$ cat config.mk
export PLATFORM = sky130hd
export DESIGN_NAME = bac_regop
export DESIGN_NICKNAME = d
export VERILOG_FILES = /design/src/bac_pkg.sv /design/src/bac_regop.sv
export SDC_FILE = /design/constraint.sdc
export NUM_CORES = 1
export LEC_CHECK = 0
export BUFFER_PORTS_ARGS = -buffer_cell sky130_fd_sc_hd__buf_2
export CORE_MARGIN = 2
export CORE_UTILIZATION = 49
export DETAILED_ROUTE_END_ITERATION = 7
export PLACE_DENSITY_LB_ADDON = 0.12
export SLEW_MARGIN = 30
export SYNTH_ARGS = -nofsm -noshare
export SYNTH_HDL_FRONTEND = slang
export SYNTH_SLANG_ARGS = --single-unit
$ cat constraint.sdc
create_clock -name vclk -period 2.47
set_clock_uncertainty 0.2 [all_clocks]
set_input_delay 0.1235 -clock vclk [all_inputs]
set_output_delay 0.1235 -clock vclk [all_outputs]
set_load 0.01 [all_outputs]
$ cat src/bac_pkg.sv
`default_nettype none

package bac_pkg;

    localparam int ADDR_W = 12;
    localparam int WORD_W = 16;
    localparam int MEM_DEPTH = 4096;

    // Item modes
    localparam logic [1:0] MODE_WRITE = 2'd0;
    localparam logic [1:0] MODE_READ  = 2'd1;
    localparam logic [1:0] MODE_EXEC  = 2'd2;

    // Memory-reference opcodes (bits 14..12)
    localparam logic [2:0] OP_AND = 3'd0;
    localparam logic [2:0] OP_ADD = 3'd1;
    localparam logic [2:0] OP_LDA = 3'd2;
    localparam logic [2:0] OP_STA = 3'd3;
    localparam logic [2:0] OP_BUN = 3'd4;
    localparam logic [2:0] OP_BSA = 3'd5;
    localparam logic [2:0] OP_ISZ = 3'd6;
    localparam logic [2:0] OP_REG = 3'd7;

    // Register-reference patterns (bits 11..0)
    localparam logic [ADDR_W-1:0] REG_CLA = 12'h800;
    localparam logic [ADDR_W-1:0] REG_CLE = 12'h400;
    localparam logic [ADDR_W-1:0] REG_CMA = 12'h200;
    localparam logic [ADDR_W-1:0] REG_CME = 12'h100;
    localparam logic [ADDR_W-1:0] REG_CIR = 12'h080;
    localparam logic [ADDR_W-1:0] REG_CIL = 12'h040;
    localparam logic [ADDR_W-1:0] REG_INC = 12'h020;
    localparam logic [ADDR_W-1:0] REG_SPA = 12'h010;
    localparam logic [ADDR_W-1:0] REG_SNA = 12'h008;
    localparam logic [ADDR_W-1:0] REG_SZA = 12'h004;
    localparam logic [ADDR_W-1:0] REG_SZE = 12'h002;
    localparam logic [ADDR_W-1:0] REG_HLT = 12'h001;

    // Architectural registers of the machine
    typedef struct packed {
        logic [ADDR_W-1:0] pc;
        logic [WORD_W-1:0] acc;
        logic              e;
        logic              halt;
    } bac_regs_t;

endpackage

`default_nettype wire

$ cat src/bac_regop.sv
`default_nettype none

module bac_regop (
    input  wire logic [bac_pkg::ADDR_W-1:0] pattern,
    input  wire bac_pkg::bac_regs_t         cur,
    output bac_pkg::bac_regs_t              nxt
);

    import bac_pkg::*;

    logic [WORD_W:0] inc_sum;

    assign inc_sum = {1'b0, cur.acc} + {{WORD_W{1'b0}}, 1'b1};

    // Apply one register-reference operation; cur.pc is already past the instruction
    always_comb
    begin
        nxt = cur;
        case (pattern)
            REG_CLA: nxt.acc = '0;
            REG_CLE: nxt.e = 1'b0;
            REG_CMA: nxt.acc = ~cur.acc;
            REG_CME: nxt.e = ~cur.e;
            REG_CIR:
            begin
                nxt.acc = {cur.e, cur.acc[WORD_W-1:1]};
                nxt.e   = cur.acc[0];
            end
            REG_CIL:
            begin
                nxt.acc = {cur.acc[WORD_W-2:0], cur.e};
                nxt.e   = cur.acc[WORD_W-1];
            end
            REG_INC:
            begin
                nxt.acc = inc_sum[WORD_W-1:0];
                nxt.e   = inc_sum[WORD_W];
            end
            REG_SPA: if (!cur.acc[WORD_W-1]) nxt.pc = cur.pc + 1'b1;
            REG_SNA: if (cur.acc[WORD_W-1]) nxt.pc = cur.pc + 1'b1;
            REG_SZA: if (cur.acc == '0) nxt.pc = cur.pc + 1'b1;
            REG_SZE: if (!cur.e) nxt.pc = cur.pc + 1'b1;
            REG_HLT: nxt.halt = 1'b1;
            default: nxt = cur;
        endcase
    end

endmodule

`default_nettype wire

==> metrics.md <==
| Metric | Value |
|---|---|
| Initial core utilization | `0.523` |
| Leak | `0.788 nW` |
| Cell Int Power | `0.0845 mW` |
| PortBufs | `72` |
| Final Hold Viols | `0` |
| Syn_nets | `257` |
| Vias in the first global route | `1,696` |
| CP Data Arrival Time | `1990 ps` |
| Post-synthesis cell type count | `52` |
| Status | `complete, no violations` |
| Largest net degree at the start of global routing | `22` |
| Num sequential | `0` |
| DRT Pass-1 Iters | `4` |
| First-pass GRT wire length | `7.59 mm` |
| Switching power | `0.115 mW` |
| Post-route setup TNS | `0 ps` |
| Total wire length | `4.55 mm` |
| Share of layout cells above drive strength 1 | `0.358` |
| Logic pwr share | `1.000` |
| DR vias | `1,985` |
| Pwr/cell area | `108 mW/mm^2` |
| Fmax | `432 MHz` |
| Hold-fix buffers, CTS | `0` |
| Crit path launch | `pattern[1]` |
| Number of gates resized after CTS | `0` |
| Vias/cell | `6.51` |
| RSZ-0062 raised after global routing | `no` |
| Sequential share of power | `0` |
| Crit Path Class | `in2out` |
| Crit-path max FO | `12` |
| Worst Path Required | `2150 ps` |
| Yosys top cell by area | `and3_1` |
| Post-layout min period | `2310 ps` |
| Max-slew violation count | `0` |
| Slew headroom | `0.630` |
| Cell count after synthesis | `212` |
| Hold Path Sink | `nxt[0]` |
| # setup viols final | `0` |
| Largest cells by area after synthesis | `and3_1, o2111ai_1, xnor2_1` |
| Hold path depth | `3` |
| Die Width | `58.5 um` |
| Die area | `0.00342 mm^2` |
| Min-Delay Path Class | `in2out` |
| Synth Cell Area | `0.00145 mm^2` |
| Dpl hpwl | `3.41 mm` |
| Post-synth top cells | `and3_1, clkbuf_1, nor3_1, nor2_1, o21ai_0` |
| Core area | `0.00278 mm^2` |
| Worst Hold Launch | `cur[0]` |
| # rows | `19` |
| DR iter-0 viols | `104` |
| Seq. cell area | `0 um^2` |
| ANT nets after route | `0` |
| # nets final | `321` |
| DRC Markers | `0` |
| Cell with the most instances after synthesis | `and3_1` |
| Post-Syn Area per Cell | `6.86 um^2` |
| Max-cap viol count | `0` |
| Seq/Total Area, Yosys | `0` |
| Clock power share | `0` |
| Gr ovfl total | `0` |
| Startpoint types | `input port` |
| Period Utilization, post-route | `0.936` |
| Gpl congestion | `0.867` |
| Ys Warns | `0` |
| Wire per inst | `14.9 um` |
| Synth-to-Final Area Change | `27.1%` |
| Sw Ratio | `0.577` |
| Post CTS Setup Buffer Count | `0` |
| CP Capture Type | `output pin` |
| Synth top area share | `0.0645` |
| Initial antenna violation count | `0` |
| Number of top-level pins | `72` |
| Die H | `58.5 um` |
| Total Routing Usage GR | `0.263` |
| Final hold slack | `316 ps` |
| Worst Tran Pin Value | `550 ps` |
| Clkbuf count | `0` |
| VDD IR max | `0.0000975 V` |
| N_diodes | `0` |
[critical path, stage by stage]
cell     delay, ps
buf_2          150
or4_4          580
or2_4          300
a21oi_4        290
a31oi_1        130
a221o_1        270
buf_2          140
[logic make-up after synthesis]
| kind of cell | count (synthesis) | share of synthesized area |
|---|---|---|
| compound gates | 77 | 0.399 |
| xor+xnor | 11 | 0.0663 |
| fa+ha+maj | 3 | 0.0258 |
| buf+inv | 28 | 0.0912 |
| mux | 5 | 0.0379 |
| simple gates | 88 | 0.380 |
[metrics by stage]
step | cells | utilization | power [mW] | setup WS (ps) | instance area [um^2]
6_report | 305 | 0.664 | 0.200 | 158 | 1850
5_1_grt | 305 | 0.664 | 0.220 | 35.2 | 1850
4_1_cts | 305 | 0.664 | 0.199 | 152 | 1850
3_5_place_dp | 305 | 0.664 | 0.198 | 159 | 1850
3_3_place_gp | 305 | 0.664 | 0.197 | 188 | 1850
2_1_floorplan | 212 | - | 0.103 | 395 | 1450
[power by group through the flow]
stage	Combinational [mW]	Clock, mW	Sequential, mW
3_3_place_gp	0.197	0	0
4_1_cts	0.199	0	0
3_5_place_dp	0.198	0	0
6_report	0.200	0	0
5_1_grt	0.220	0	0
2_1_floorplan	0.103	0	0
[worst max path at each step]
stage	to	cells after the start
2_1_floorplan	nxt[2]	8
5_1_grt	nxt[17]	7
3_3_place_gp	nxt[10]	7
3_5_place_dp	nxt[8]	7
4_1_cts	nxt[8]	7
6_report	nxt[6]	7
[placed cells by master, fill, tap and decap left out, types with 3 or more instances in the layout]
cell type / synthesis / layout
buf_2: 4 / 72
and3_1: 15 / 15
nor3_1: 12 / 12
o21ai_0: 10 / 10
nor2_1: 10 / 10
buf_4: 0 / 10
nand2_1: 9 / 9
nor4_1: 9 / 9
o2111ai_1: 9 / 9
xnor2_1: 9 / 9
a22oi_1: 8 / 8
o21ai_1: 8 / 8
inv_1: 7 / 7
a221oi_1: 7 / 7
a221o_1: 7 / 7
nand3_1: 5 / 5
a31oi_1: 4 / 4
nand4_1: 4 / 4
a211oi_1: 4 / 4
a21oi_1: 4 / 4
mux2_2: 4 / 4
nand2b_1: 3 / 3
o211a_1: 3 / 3
o211ai_1: 3 / 3
and2_1: 3 / 3
ha_1: 3 / 3
[per-layer routing]
layer  vias to the layer above  global-route usage  part of all wire
met5                         -                   0                 0
met4                         0              0.0233            0.0013
met3                         2              0.0110             0.087
met2                        91               0.469              0.48
met1                       906               0.361              0.43
li1                        986                   -                 -
[cell type report]
| type | instances | area (um^2) |
|---|---|---|
| Fill cell | 274 | 933 |
| Tap cell | 31 | 38.8 |
| Timing Repair Buffer | 83 | 455 |
| Multi-Input combinational cell | 184 | 1330 |
| Inverter | 7 | 26.3 |
No activity file was read; power rests on OpenSTA's default activity.
